<file path="src/rtl/msup_pkg.sv">
// Shared types, register indexes and constants of the motor safety supervisor.
package msup_pkg;

	// Width of the duty path. The result duty and the full-scale value follow from it.
	localparam int DUTY_WIDTH = 12;
	localparam int CALC_WIDTH = 17;
	localparam logic [CALC_WIDTH-1:0] DUTY_FULL = CALC_WIDTH'((1 << DUTY_WIDTH) - 1);

	localparam int CFG_INDEX_WIDTH = 2;
	localparam int CFG_DATA_WIDTH = 16;

	localparam logic [CFG_INDEX_WIDTH-1:0] REG_OVERCURRENT = 2'd0;
	localparam logic [CFG_INDEX_WIDTH-1:0] REG_DEADLINE = 2'd1;
	localparam logic [CFG_INDEX_WIDTH-1:0] REG_CEILING = 2'd2;
	localparam logic [CFG_INDEX_WIDTH-1:0] REG_RAMP_STEP = 2'd3;

	localparam logic [15:0] OVERCURRENT_RESET = 16'd4200;
	localparam logic [15:0] DEADLINE_RESET = 16'd50;
	localparam logic [11:0] CEILING_RESET = 12'd1000;
	localparam logic [7:0] RAMP_STEP_RESET = 8'd10;

	localparam logic [1:0] MODE_INIT = 2'd0;
	localparam logic [1:0] MODE_ARMED = 2'd1;
	localparam logic [1:0] MODE_RUNNING = 2'd2;
	localparam logic [1:0] MODE_SAFE = 2'd3;

	localparam logic [1:0] CAUSE_NONE = 2'd0;
	localparam logic [1:0] CAUSE_OVERCURRENT = 2'd1;
	localparam logic [1:0] CAUSE_DEADLINE = 2'd2;

	typedef struct packed {
		logic [15:0] current_ma;
		logic [15:0] update_age;
		logic [11:0] target_duty;
	} in_item_t;

	typedef struct packed {
		logic [1:0] mode;
		logic [DUTY_WIDTH-1:0] duty;
		logic [1:0] fault_cause;
	} out_item_t;

	typedef struct packed {
		logic [15:0] overcurrent_limit;
		logic [15:0] deadline_limit;
		logic [11:0] duty_ceiling;
		logic [7:0] ramp_step;
	} cfg_regs_t;

	// Supervisor state; it has the same shape as a result beat.
	typedef out_item_t state_word_t;

endpackage

</file>
<file path="src/rtl/motor_safety_supervisor_unit.sv">
// Top level of the motor safety supervisor: input register, state, result register.
// Usage:
// Each beat on the input channel (in_valid/in_ready/in_item) is one supervisor tick
// carrying the measured current, the sensor update age and the duty setpoint.
// Every tick yields exactly one result beat on the output channel
// (out_valid/out_ready/out_item) with the mode, duty and latched fault cause.
// The tick is first captured in the input register; the limit checks, mode walk and
// duty ramp are then computed in a single pass and written together into the
// supervisor state and the result register, which drives the output channel.
// A new tick can be accepted every cycle, so throughput is one beat per cycle while
// the receiver keeps up.
// If the receiver stalls, the result register holds its beat, the tick in the input
// register waits, and in_ready drops only when both are occupied and the receiver is
// not ready, so no beat is lost or repeated.
// The configuration channel (cfg_valid/cfg_ready/cfg_index/cfg_data) is always
// ready and writes one register per beat; write it only while no ticks are in flight.
// Reset puts the block in init mode with duty zero and no fault, loads the default
// limits and empties both registers. The safe mode, once entered, holds until reset.
module motor_safety_supervisor_unit (
	input  logic clk,
	input  logic arst_n,
	input  logic in_valid,
	output logic in_ready,
	input  msup_pkg::in_item_t in_item,
	output logic out_valid,
	input  logic out_ready,
	output msup_pkg::out_item_t out_item,
	input  logic cfg_valid,
	output logic cfg_ready,
	input  logic [msup_pkg::CFG_INDEX_WIDTH-1:0] cfg_index,
	input  logic [msup_pkg::CFG_DATA_WIDTH-1:0] cfg_data
);

	msup_pkg::cfg_regs_t regs;
	msup_pkg::in_item_t item_s1;
	logic valid_s1;
	msup_pkg::state_word_t state_q;
	msup_pkg::state_word_t state_nxt;
	msup_pkg::out_item_t result_q;
	logic result_valid_q;
	logic advance;

	// The configuration registers accept a write in any cycle.
	assign cfg_ready = 1'b1;

	msup_cfg u_cfg (
		.clk(clk),
		.arst_n(arst_n),
		.wr_en(cfg_valid && cfg_ready),
		.wr_index(cfg_index),
		.wr_data(cfg_data),
		.regs(regs)
	);

	// A tick moves from the input register into the state and the result register
	// whenever the result register is empty or is being drained this cycle.
	assign advance = valid_s1 && (!result_valid_q || out_ready);
	assign in_ready = !valid_s1 || advance;

	always_ff @(posedge clk or negedge arst_n) begin
		if (!arst_n) begin
			valid_s1 <= 1'b0;
		end else if (in_ready) begin
			valid_s1 <= in_valid;
		end
	end

	always_ff @(posedge clk) begin
		if (in_valid && in_ready) begin
			item_s1 <= in_item;
		end
	end

	msup_step u_step (
		.regs(regs),
		.cur(state_q),
		.item(item_s1),
		.nxt(state_nxt)
	);

	always_ff @(posedge clk or negedge arst_n) begin
		if (!arst_n) begin
			state_q.mode <= msup_pkg::MODE_INIT;
			state_q.duty <= '0;
			state_q.fault_cause <= msup_pkg::CAUSE_NONE;
			result_valid_q <= 1'b0;
		end else begin
			if (advance) begin
				state_q <= state_nxt;
			end
			if (advance) begin
				result_valid_q <= 1'b1;
			end else if (out_ready) begin
				result_valid_q <= 1'b0;
			end
		end
	end

	always_ff @(posedge clk) begin
		if (advance) begin
			result_q <= state_nxt;
		end
	end

	assign out_valid = result_valid_q;
	assign out_item = result_q;

	// Safe mode always reports zero duty.
	a_safe_duty_zero: assert property (@(posedge clk) disable iff (!arst_n)
		(out_valid && out_item.mode == msup_pkg::MODE_SAFE) |-> (out_item.duty == '0))
		else $error("safe mode result with nonzero duty");

	// A fault cause is recorded exactly when the supervisor is in safe mode.
	a_cause_matches_mode: assert property (@(posedge clk) disable iff (!arst_n)
		out_valid |-> ((out_item.mode == msup_pkg::MODE_SAFE) ==
		(out_item.fault_cause != msup_pkg::CAUSE_NONE)))
		else $error("fault cause and safe mode disagree");

	// Safe mode is sticky until reset, and so is its cause.
	a_safe_sticky: assert property (@(posedge clk) disable iff (!arst_n)
		(state_q.mode == msup_pkg::MODE_SAFE) |=>
		(state_q.mode == msup_pkg::MODE_SAFE && $stable(state_q.fault_cause)))
		else $error("safe mode left before reset");

	// With both registers full and the receiver stalled, no new tick is taken.
	a_no_overrun: assert property (@(posedge clk) disable iff (!arst_n)
		(valid_s1 && result_valid_q && !out_ready) |-> !in_ready)
		else $error("input accepted while pipeline is full");

	// The state only changes when a tick is processed.
	a_state_on_advance: assert property (@(posedge clk) disable iff (!arst_n)
		!advance |=> $stable(state_q))
		else $error("supervisor state changed without a tick");

endmodule

</file>
<file path="src/rtl/msup_cfg.sv">
// Configuration register file of the motor safety supervisor.
module msup_cfg (
	input  logic clk,
	input  logic arst_n,
	input  logic wr_en,
	input  logic [msup_pkg::CFG_INDEX_WIDTH-1:0] wr_index,
	input  logic [msup_pkg::CFG_DATA_WIDTH-1:0] wr_data,
	output msup_pkg::cfg_regs_t regs
);

	msup_pkg::cfg_regs_t regs_q;

	always_ff @(posedge clk or negedge arst_n) begin
		if (!arst_n) begin
			regs_q.overcurrent_limit <= msup_pkg::OVERCURRENT_RESET;
			regs_q.deadline_limit <= msup_pkg::DEADLINE_RESET;
			regs_q.duty_ceiling <= msup_pkg::CEILING_RESET;
			regs_q.ramp_step <= msup_pkg::RAMP_STEP_RESET;
		end else if (wr_en) begin
			case (wr_index)
				msup_pkg::REG_OVERCURRENT: regs_q.overcurrent_limit <= wr_data;
				msup_pkg::REG_DEADLINE: regs_q.deadline_limit <= wr_data;
				msup_pkg::REG_CEILING: regs_q.duty_ceiling <= wr_data[11:0];
				msup_pkg::REG_RAMP_STEP: regs_q.ramp_step <= wr_data[7:0];
				default: ;
			endcase
		end
	end

	assign regs = regs_q;

endmodule

</file>
<file path="src/rtl/msup_step.sv">
// Next-state logic of the supervisor for one tick: limit checks, mode walk and duty ramp.
module msup_step (
	input  msup_pkg::cfg_regs_t regs,
	input  msup_pkg::state_word_t cur,
	input  msup_pkg::in_item_t item,
	output msup_pkg::state_word_t nxt
);

	localparam int CW = msup_pkg::CALC_WIDTH;

	logic [CW-1:0] duty_w;
	logic [CW-1:0] target_w;
	logic [CW-1:0] step_w;
	logic [CW-1:0] ceil_w;
	logic [CW-1:0] limit_w;
	logic [CW-1:0] ramped_w;
	logic [CW-1:0] clamped_w;

	always_comb begin
		duty_w = CW'(cur.duty);
		target_w = CW'(item.target_duty);
		step_w = CW'(regs.ramp_step);
		ceil_w = CW'(regs.duty_ceiling);
		limit_w = (ceil_w > msup_pkg::DUTY_FULL) ? msup_pkg::DUTY_FULL : ceil_w;

		if (duty_w < target_w) begin
			ramped_w = duty_w + step_w;
		end else if (duty_w > target_w) begin
			ramped_w = (duty_w > step_w) ? duty_w - step_w : '0;
		end else begin
			ramped_w = duty_w;
		end
		clamped_w = (ramped_w > limit_w) ? limit_w : ramped_w;
	end

	always_comb begin
		nxt = cur;
		if (cur.mode == msup_pkg::MODE_SAFE) begin
			nxt.duty = '0;
		end else if (item.current_ma > regs.overcurrent_limit) begin
			nxt.mode = msup_pkg::MODE_SAFE;
			nxt.duty = '0;
			nxt.fault_cause = msup_pkg::CAUSE_OVERCURRENT;
		end else if (item.update_age > regs.deadline_limit) begin
			nxt.mode = msup_pkg::MODE_SAFE;
			nxt.duty = '0;
			nxt.fault_cause = msup_pkg::CAUSE_DEADLINE;
		end else if (cur.mode == msup_pkg::MODE_INIT) begin
			nxt.mode = msup_pkg::MODE_ARMED;
		end else if (cur.mode == msup_pkg::MODE_ARMED) begin
			nxt.mode = msup_pkg::MODE_RUNNING;
		end else begin
			nxt.duty = clamped_w[msup_pkg::DUTY_WIDTH-1:0];
		end
	end

endmodule
</file>
<file path="config.mk">
export PLATFORM = sky130hd
export DESIGN_NAME = motor_safety_supervisor_unit
export DESIGN_NICKNAME = d
export VERILOG_FILES = /design/src/rtl/msup_pkg.sv /design/src/rtl/motor_safety_supervisor_unit.sv /design/src/rtl/msup_cfg.sv /design/src/rtl/msup_step.sv
export SDC_FILE = /design/constraint.sdc
export NUM_CORES = 1
export LEC_CHECK = 0
export ABC_AREA = 1
export CORE_ASPECT_RATIO = 1.4
export CORE_MARGIN = 10
export CORE_UTILIZATION = 40
export DETAILED_ROUTE_END_ITERATION = 16
export DONT_BUFFER_PORTS = 1
export PLACE_DENSITY_LB_ADDON = 0.05
export SLEW_MARGIN = 20
export SYNTH_ARGS = -nofsm -noshare
export SYNTH_HDL_FRONTEND = slang
export SYNTH_SLANG_ARGS = --single-unit
</file>
<file path="constraint.sdc">
create_clock -name clk -period 3.3 [get_ports clk]
set_clock_uncertainty 0.1 [all_clocks]
set_input_delay 0 -clock clk [delete_from_list [all_inputs] [get_ports clk]]
set_output_delay 0 -clock clk [all_outputs]
set_load 0.005 [all_outputs]
</file>
==> impl_metrics.env, run 1 <==
export IMPL_synth_seq_cells=130
export IMPL_synthesis_nets=1078
export IMPL_syn_to_final_growth_pct=38.1
export IMPL_grt_pass1_wl_um=38600
export IMPL_fill_cells=1745
export IMPL_relSlewSlack_pct=34.6
export IMPL_yosysUniqueCellTypes=49
export IMPL_crit_fanout=8
export IMPL_grt_max_degree=71
export IMPL_worstSetupEndpointType="register"
export IMPL_wl_um=24600
export IMPL_cts_root_buf="clkbuf_16"
export IMPL_post_place_ws_ns=-0.799
export IMPL_startpoint_type="register"
export IMPL_synth_enable_flop_cells=60
export IMPL_syn_inst=933
export IMPL_place_congestion=0.873
export IMPL_cts_made_buffers=17
export IMPL_combPwrFrac_pct=54.4
export IMPL_antenna_found_initial=0
export IMPL_p_sw_share_pct=42.0
export IMPL_p_int_w=0.00525
export IMPL_die_x_um=139
export IMPL_nNetsFinal=1269
export IMPL_reg2reg_depth=27
export IMPL_status="finished with violations"
export IMPL_crit_required_ns=3.48
export IMPL_grt_pass1_vias=7240
export IMPL_switchingPower_w=0.00380
export IMPL_p_clk_share_pct=21.0
export IMPL_p_leak_nw=5.31
export IMPL_place_area_um2=8910
export IMPL_avgSynthCellArea_um2=8.46
export IMPL_drtPass1Iterations=5
export IMPL_cts_max_path_buffers=2
export IMPL_path_clk_slew_ns=0.07
export IMPL_hold_viol_final=0
export IMPL_worstMarginPinSlew_ns=0.978
export IMPL_port_buffers=0
export IMPL_fin_ws_ns=-0.429
export IMPL_drv_slew=0
export IMPL_fp_dieArea_um2=25800
export IMPL_io_pins=86
export IMPL_final_cell_area_um2=10900
export IMPL_die_h_um=186
export IMPL_track_usage_pct=19.0
export IMPL_cap_violations=0
export IMPL_critical_path_slowest_cell="dfstp_2"
export IMPL_violations="negative setup slack"
export IMPL_power_density_nw_per_um2=830
export IMPL_dp_hpwl_um=18800
export IMPL_syn_cell_area_um2=7890
export IMPL_rsz0062_at_grt="yes"
export IMPL_yosys_most_used_dff="edfxtp_1"
export IMPL_drt_initial_drc_count=256
export IMPL_drive_gt1_share_pct=30.3
export IMPL_period_share_pct=113
export IMPL_post_drt_wl_per_cell_um=17.8
export IMPL_cp_data_arrival_time_ns=3.91
export IMPL_fin_tns_setup_ns=-9.64
export IMPL_core_area_um2=19300
export IMPL_htree_num_levels=4
export IMPL_max_stage_delay_ns=0.56
export IMPL_cts_tree="yes"
export IMPL_ys_warn_count=0
export IMPL_setup_viol=24
export IMPL_start_util_pct=40.9
export IMPL_fmax_mhz=268
export IMPL_seqPwrFrac_pct=24.7
export IMPL_seq_area_frac_synth_pct=45.3
export IMPL_cts_sinks=130
export IMPL_rows=60
export IMPL_async_reset_ff_share_pct=53.8
export IMPL_via_per_inst=4.93
export IMPL_clk_latency_ns=0.42
export IMPL_ant_nets=0
export IMPL_overflow=0
export IMPL_peakVddDrop_mv=0.383
export IMPL_cpMostUsedCell="buf_4"
export IMPL_vias=6823
export IMPL_drc_errors=0
export IMPL_min_path_type="input port to asynchronous set/reset pin"
export IMPL_min_period_ns=3.73
export IMPL_path_class="register to register"
export IMPL_antennaDiodeCount=0
## synthesized netlist by cell type (all sizes together) (3+ instances only)
master,count,area [um2]
nor3,5,25.0
clkbuf,11,41.3
nand3,62,378
xor2,4,35.0
edfxtp,60,1800
dfrtp,55,1380
nand2,286,1130
buf,13,104
o21bai,3,22.5
dfstp,15,394
and3,3,18.8
inv,149,564
a21oi,53,284
nor2,38,171
a21o,3,22.5
o21ai,64,320
ha,76,951
and2,3,18.8
nand4,13,81.3
## critical path: cells and delay by family (launching register included)
kind / cells / cell delay, ns
compound gates: 1 / 0.14
fa+ha+maj: 1 / 0.27
buf+inv: 12 / 1.39
flops: 1 / 0.56
simple gates: 13 / 1.15
## cell usage in the layout, fill, tap and decap left out, types with 3 or more instances in the layout
master         instances
inv_2                 16
and3_1                 3
xor2_1                 3
nand2_2               42
ha_1                  58
buf_6                  5
inv_8                  6
inv_6                  7
a21o_1                 3
nand2_1              232
nand3_2               21
inv_1                129
nand4_1               13
nand3_1               39
edfxtp_1              60
dfrtp_1               46
ha_2                   3
a21oi_2               25
nor3_1                 5
nor2_2                 7
nor2_1                28
nand2_4               12
a21oi_1               27
o21ai_0               61
dfstp_2               15
ha_4                  15
buf_4                122
dfrtp_2                9
dlygate4sd3_1         67
clkbuf_16             17
## stage by stage
stage / util (%) / instances / hold WS [ns] / power (W)
global placement: 46.2 / 1257 / -0.393 / 0.00609
detailed placement: 46.2 / 1257 / -0.393 / 0.00613
finish: 56.5 / 1385 / 0.0130 / 0.00905
global route: 56.5 / 1385 / 0.0269 / 0.00972
CTS: 54.4 / 1376 / 0.00384 / 0.00855
floorplan: - / 933 / -0.396 / 0.00475
## worst paths after layout
path / start / to / slack, ns
worst max-delay path: u_cfg.regs[1]$_DFFE_PN1P_ / out_item[8]$_DFFE_PP_ / -0.43
worst min-delay path: arst_n / u_cfg.regs[40]$_DFFE_PN0P_ / 0.01
worst max register to register: u_cfg.regs[1]$_DFFE_PN1P_ / out_item[8]$_DFFE_PP_ / -0.43
worst min register to register: u_cfg.regs[23]$_DFFE_PN0P_ / u_cfg.regs[23]$_DFFE_PN0P_ / 0.39
max in group asynchronous: arst_n / u_cfg.regs[3]$_DFFE_PN1P_ / 2.72
min in group clk: cfg_valid / u_cfg.regs[3]$_DFFE_PN1P_ / 0.01
## layout make-up
class / instances / area, um2 / area share (%)
sequential: 130 / 3580 / 32.9
timing repair buffer: 196 / 1690 / 15.5
inverter: 150 / 582 / 5.34
multi-input combinational: 629 / 4150 / 38.1
clock buffer: 17 / 425 / 3.90
clock inverter: 15 / 158 / 1.45
tap: 248 / 310 / 2.85
## power groups by stage
stage	Clock (W)	Sequential (W)	Combinational, W
after floorplan	0	0.00218	0.00256
after global placement	0	0.00225	0.00384
after detailed placement	0	0.00226	0.00387
after CTS	0.00193	0.00224	0.00438
after global routing	0.00200	0.00226	0.00546
final	0.00190	0.00223	0.00492
## per-layer routing
metal | global-route usage [%] | up-vias | part of all wire, %
met4 | 7.82 | 0 | 3.2
met3 | 2.99 | 42 | 2.1
li1 | - | 3414 | -
met5 | 0 | - | 0
met2 | 37.6 | 115 | 56
met1 | 19.4 | 3252 | 39
## flip-flops by register name, indices dropped and copies added, names as in the netlist
signal / flops
out_valid: 1
valid_s1: 1
item_s1: 44
u_cfg.regs: 52
state_q: 16
out_item: 16
## timing repair
item	in CTS	in global routing
buffers inserted	19	9
endpoints found under the hold margin	168	0
setup endpoints to repair	24	24
pin swaps	23	59
hold buffers	68	0
gates resized for setup	48	83
## logic make-up (layout without fill, tap and decap cells)
logic type / after synthesis / count (layout) / share of synthesized area (%)
buffers and inverters: 174 / 378 / 9.04
other: 1 / 1 / 0.0475
XOR/XNOR: 4 / 4 / 0.444
flip-flops: 130 / 130 / 45.3
adder cells (fa/ha/maj): 78 / 78 / 12.6
AND/OR/NAND/NOR: 413 / 413 / 23.4
AO/OA/AOI/OAI: 133 / 133 / 9.24
(Power assumes the default switching activity.)
==> inputs of run 2 (changes only) <==
Settings changed: CELL_PAD_IN_SITES_DETAIL_PLACEMENT set to 1, CELL_PAD_IN_SITES_GLOBAL_PLACEMENT set to 1, MAX_ROUTING_LAYER set to met4.
==> impl_metrics.env, run 2 (synthesized netlist as in run 1, its figures left out) <==
export IMPL_status="finished with violations"
export IMPL_violations="negative hold slack, negative setup slack"
export IMPL_area_sequential_um2=3580
export IMPL_setup_viol=24
export IMPL_ant_nets=0
export IMPL_p_leak_nw=5.50
export IMPL_drive_gt1_share_pct=33.3
export IMPL_vias=7346
export IMPL_hold_viol_final=2
export IMPL_drtPass1Iterations=4
export IMPL_crit_required_ns=3.49
export IMPL_p_sw_share_pct=42.8
export IMPL_worstMarginPinSlew_ns=1.06
export IMPL_largest_register_ff_count=52
export IMPL_syn_to_final_growth_pct=43.7
export IMPL_htree_num_levels=4
export IMPL_cpMostUsedCell="buf_4"
export IMPL_antenna_found_initial=1
export IMPL_final_cell_area_um2=11300
export IMPL_fin_util_pct=58.8
export IMPL_cts_made_buffers=17
export IMPL_peakVddDrop_mv=0.405
export IMPL_track_usage_pct=24.1
export IMPL_place_congestion=0.876
export IMPL_rows=60
export IMPL_min_path_type="input port to register"
export IMPL_dp_cells=1264
export IMPL_critical_path_slowest_cell="dfrtp_2"
export IMPL_seqPwrFrac_pct=22.5
export IMPL_startpoint_type="register"
export IMPL_drt_initial_drc_count=310
export IMPL_fill_cells=2193
export IMPL_max_stage_delay_ns=0.47
export IMPL_core_area_um2=19300
export IMPL_post_drt_wl_per_cell_um=21.2
export IMPL_rsz0062_at_grt="yes"
export IMPL_crit_fanout=5
export IMPL_stdcell_count=1423
export IMPL_min_period_ns=3.92
export IMPL_place_area_um2=8950
export IMPL_io_pins=86
export IMPL_die_h_um=186
export IMPL_cts_sinks=130
export IMPL_fmax_mhz=255
export IMPL_multi_input_area_um2=4240
export IMPL_drv_slew=0
export IMPL_nNetsFinal=1306
export IMPL_final_common_cell="nand2_1"
export IMPL_via_per_inst=5.16
export IMPL_grt_pass1_wl_um=46500
export IMPL_cts_tree="yes"
export IMPL_start_util_pct=40.9
export IMPL_clk_latency_ns=0.44
export IMPL_final_cell_mix="226 x nand2_1, 149 x buf_4, 126 x inv_1"
export IMPL_period_share_pct=119
export IMPL_fin_ws_ns=-0.619
export IMPL_overflow=0
export IMPL_switchingPower_w=0.00424
export IMPL_path_clk_slew_ns=0.07
export IMPL_cts_max_path_buffers=2
export IMPL_cap_violations=0
export IMPL_wl_um=30200
export IMPL_p_clk_share_pct=20.2
export IMPL_combPwrFrac_pct=57.3
export IMPL_path_class="register to register"
export IMPL_die_x_um=139
export IMPL_fp_dieArea_um2=25800
export IMPL_port_buffers=0
export IMPL_grt_pass1_vias=8431
export IMPL_grt_max_degree=71
export IMPL_relSlewSlack_pct=29.3
export IMPL_power_density_nw_per_um2=874
export IMPL_timing_hold_ws_ns=-0.00667
export IMPL_cp_data_arrival_time_ns=4.11
export IMPL_dp_hpwl_um=21200
export IMPL_drc_errors=0
export IMPL_worstSetupEndpointType="register"
export IMPL_cts_root_buf="clkbuf_16"
export IMPL_p_int_w=0.00567
[run 2: cell count changes in the layout (fill, tap and decap cells not counted), moves of 4 or more]
cell and delta:
inv_2 +4, buf_6 +8, buf_4 +27, a21oi_1 +4, nand2_1 -6, a21oi_2 -4
nand2_2 +4
[run 2: cell type report]
class / instances / share of cell area, %
clock buffer: 17 / 3.75
antenna: 1 / 0.0221
tap: 248 / 2.74
clock inverter: 15 / 1.63
multi-input combinational: 630 / 37.4
sequential: 130 / 31.6
timing repair buffer: 231 / 17.7
inverter: 150 / 5.18
timing repair inverter: 1 / 0.0773
[run 2: worst paths after layout]
kind                                            start                    endpoint  slack (ns)  cells after the start
hold / removal                              cfg_valid  u_cfg.regs[24]$_DFFE_PN1P_      -0.007                      2
max in group asynchronous                      arst_n  u_cfg.regs[21]$_DFFE_PN1P_        2.71                      2
setup / recovery               state_q[5]$_DFFE_PN0P_      out_item[13]$_DFFE_PP_       -0.62                     28
min in group asynchronous                      arst_n  u_cfg.regs[38]$_DFFE_PN0P_        0.02                      2
setup reg to reg               state_q[5]$_DFFE_PN0P_      out_item[13]$_DFFE_PP_       -0.62                     28
hold reg to reg            u_cfg.regs[16]$_DFFE_PN1P_  u_cfg.regs[16]$_DFFE_PN1P_        0.40                      2
[run 2: what timing repair did]
action	in CTS	in global routing
endpoints found under the setup margin	24	24
pin swaps	41	50
hold buffers	66	0
buffers inserted	49	9
cloned	2	0
hold endpoints to repair	170	0
resized for setup	90	65
[run 2: metal layers]
metal	track usage (%)	routed length (um)
met2	45.9	17000
met4	12.9	1510
met1	22.9	10900
met3	3.78	729
met5	-	0
[run 2: critical path: cells and delay by family (launching register included)]
kind / cells / cell delay, ns
compound gates: 1 / 0.16
buf+inv: 15 / 1.85
simple gates: 11 / 0.86
fa+ha+maj: 1 / 0.31
flops: 1 / 0.47
[run 2: power groups by stage]
stage | logic [W] | registers [W] | clock network, W
after floorplan | 0.00256 | 0.00218 | 0
after global placement | 0.00390 | 0.00223 | 0
after detailed placement | 0.00404 | 0.00224 | 0
after CTS | 0.00501 | 0.00223 | 0.00202
after global routing | 0.00620 | 0.00226 | 0.00210
final | 0.00568 | 0.00223 | 0.00200
[run 2: stage by stage]
step,TNS [ns],total power [W],worst slack [ns]
floorplan,-1.50,0.00475,-0.116
detailed placement,-17.66,0.00628,-0.875
global route,-18.27,0.0106,-0.821
finish,-13.89,0.00991,-0.619
global placement,-16.40,0.00613,-0.825
CTS,-11.33,0.00927,-0.527
==> inputs of run 3 (changes only) <==
Settings changed: PLACE_DENSITY set to 0.81, PLACE_DENSITY_LB_ADDON 0.05 to not set.
==> impl_metrics.env, run 3 (synthesized netlist as in run 1, its figures left out) <==
export IMPL_core_area_um2=19300
export IMPL_peakVddDrop_mv=0.478
export IMPL_drtPass1Iterations=5
export IMPL_rows=60
export IMPL_vias=7295
export IMPL_min_period_ns=3.83
export IMPL_worstMarginPinSlew_ns=1.02
export IMPL_combPwrFrac_pct=56.1
export IMPL_drc_errors=0
export IMPL_drt_initial_drc_count=420
export IMPL_cp_data_arrival_time_ns=4.02
export IMPL_power_density_nw_per_um2=867
export IMPL_fin_tns_setup_ns=-11.59
export IMPL_grt_pass1_wl_um=44900
export IMPL_p_clk_share_pct=20.3
export IMPL_track_usage_pct=23.0
export IMPL_rsz0062_at_grt="yes"
export IMPL_cts_made_buffers=17
export IMPL_crit_required_ns=3.49
export IMPL_start_util_pct=40.9
export IMPL_violations="negative hold slack, negative setup slack"
export IMPL_cts_tree="yes"
export IMPL_place_congestion=0.965
export IMPL_relSlewSlack_pct=32.2
export IMPL_final_cell_mix="229 x nand2_1, 132 x inv_1, 121 x buf_4"
export IMPL_post_place_ws_ns=-0.900
export IMPL_wl_um=29700
export IMPL_min_path_type="input port to asynchronous set/reset pin"
export IMPL_syn_to_final_growth_pct=38.4
export IMPL_cts_root_buf="clkbuf_16"
export IMPL_r2r_setup_slack_ns=-0.53
export IMPL_startpoint_type="register"
export IMPL_timing_hold_ws_ns=-0.0125
export IMPL_hold_viol_final=4
export IMPL_ant_nets=0
export IMPL_setup_viol=24
export IMPL_via_per_inst=5.27
export IMPL_seqPwrFrac_pct=23.6
export IMPL_io_pins=86
export IMPL_p_leak_nw=5.30
export IMPL_drv_slew=0
export IMPL_nNetsFinal=1267
export IMPL_crit_fanout=6
export IMPL_worstSetupEndpointType="register"
export IMPL_largest_register_ff_count=52
export IMPL_path_class="register to register"
export IMPL_period_share_pct=116
export IMPL_grt_pass1_vias=8205
export IMPL_grt_max_degree=71
export IMPL_port_buffers=0
export IMPL_overflow=0
export IMPL_drive_gt1_share_pct=29.6
export IMPL_fmax_mhz=261
export IMPL_die_x_um=139
export IMPL_p_sw_share_pct=43.6
export IMPL_htree_num_levels=4
export IMPL_cts_sinks=130
export IMPL_cap_violations=0
export IMPL_status="finished with violations"
export IMPL_fp_dieArea_um2=25800
export IMPL_cts_max_path_buffers=2
export IMPL_path_clk_slew_ns=0.07
export IMPL_antenna_found_initial=1
export IMPL_dp_hpwl_um=19400
export IMPL_fin_ws_ns=-0.527
export IMPL_die_h_um=186
export IMPL_clk_latency_ns=0.44
export IMPL_final_common_cell="nand2_1"
export IMPL_switchingPower_w=0.00413
export IMPL_p_int_w=0.00534
export IMPL_post_drt_wl_per_cell_um=21.5
[run 3: final timing paths]
kind,startpoint,to,cells after the start
setup / recovery,u_cfg.regs[3]$_DFFE_PN1P_,out_item[10]$_DFFE_PP_,25
setup reg to reg,u_cfg.regs[3]$_DFFE_PN1P_,out_item[10]$_DFFE_PP_,25
min in group clk,cfg_valid,u_cfg.regs[21]$_DFFE_PN1P_,2
hold reg to reg,u_cfg.regs[27]$_DFFE_PN0P_,u_cfg.regs[27]$_DFFE_PN0P_,2
max in group asynchronous,arst_n,u_cfg.regs[24]$_DFFE_PN1P_,2
hold / removal,arst_n,state_q[1]$_DFFE_PN0P_,2
[run 3: layout make-up]
class,count,area [um2]
tap,248,310
clock inverter,14,138
fill,2206,8380
antenna,1,2.50
multi-input combinational,630,4210
timing repair buffer,192,1640
sequential,130,3580
clock buffer,18,450
inverter,150,583
timing repair inverter,1,6.26
[run 3: timing repair]
item | 4_1_cts | 5_1_grt
gates resized for setup | 63 | 69
hold endpoints to repair | 178 | 0
hold buffers | 66 | 0
pin swaps | 33 | 43
gates cloned | 2 | 0
setup buffers | 20 | 5
setup endpoints to repair | 24 | 24
[run 3: power by group through the flow]
stage / combinational, W / clock [W] / sequential, W
2_1_floorplan: 0.00256 / 0 / 0.00218
3_3_place_gp: 0.00387 / 0 / 0.00223
3_5_place_dp: 0.00398 / 0 / 0.00225
4_1_cts: 0.00466 / 0.00194 / 0.00222
5_1_grt: 0.00576 / 0.00201 / 0.00225
6_report: 0.00531 / 0.00193 / 0.00223
[run 3: critical path, stage by stage (launching register included)]
cell	delay, ns
dfstp_2	0.54
inv_2	0.05
ha_4	0.29
clkinvlp_4	0.18
a21oi_2	0.18
nand2_2	0.11
buf_6	0.14
nand2_1	0.07
nand2_2	0.08
inv_1	0.08
nand2_1	0.06
nand3_2	0.07
nand3_2	0.09
buf_4	0.15
buf_4	0.12
buf_4	0.13
buf_4	0.13
buf_4	0.12
buf_4	0.12
buf_4	0.12
buf_4	0.12
buf_4	0.13
buf_4	0.13
nand3_1	0.13
nand3_4	0.11
a21oi_4	0.14
[run 3: stage by stage]
stage / total power [W] / instances / cell area, um2 / util, %
final: 0.00946 / 1384 / 10900 / 56.6
after CTS: 0.00882 / 1378 / 10600 / 54.8
after global routing: 0.0100 / 1384 / 10900 / 56.6
after global placement: 0.00610 / 1258 / 8900 / 46.1
after detailed placement: 0.00622 / 1258 / 8900 / 46.1
after floorplan: 0.00475 / 933 / 7990 / -
[run 3: routing by layer]
layer,share of wire (%),up-vias,wire length [um],GRT usage [%]
met4,6.3,0,1860,14.8
li1,-,3408,-,-
met1,35,3578,10400,21.6
met5,0,-,0,-
met3,3.2,91,955,3.20
met2,55,218,16500,43.5
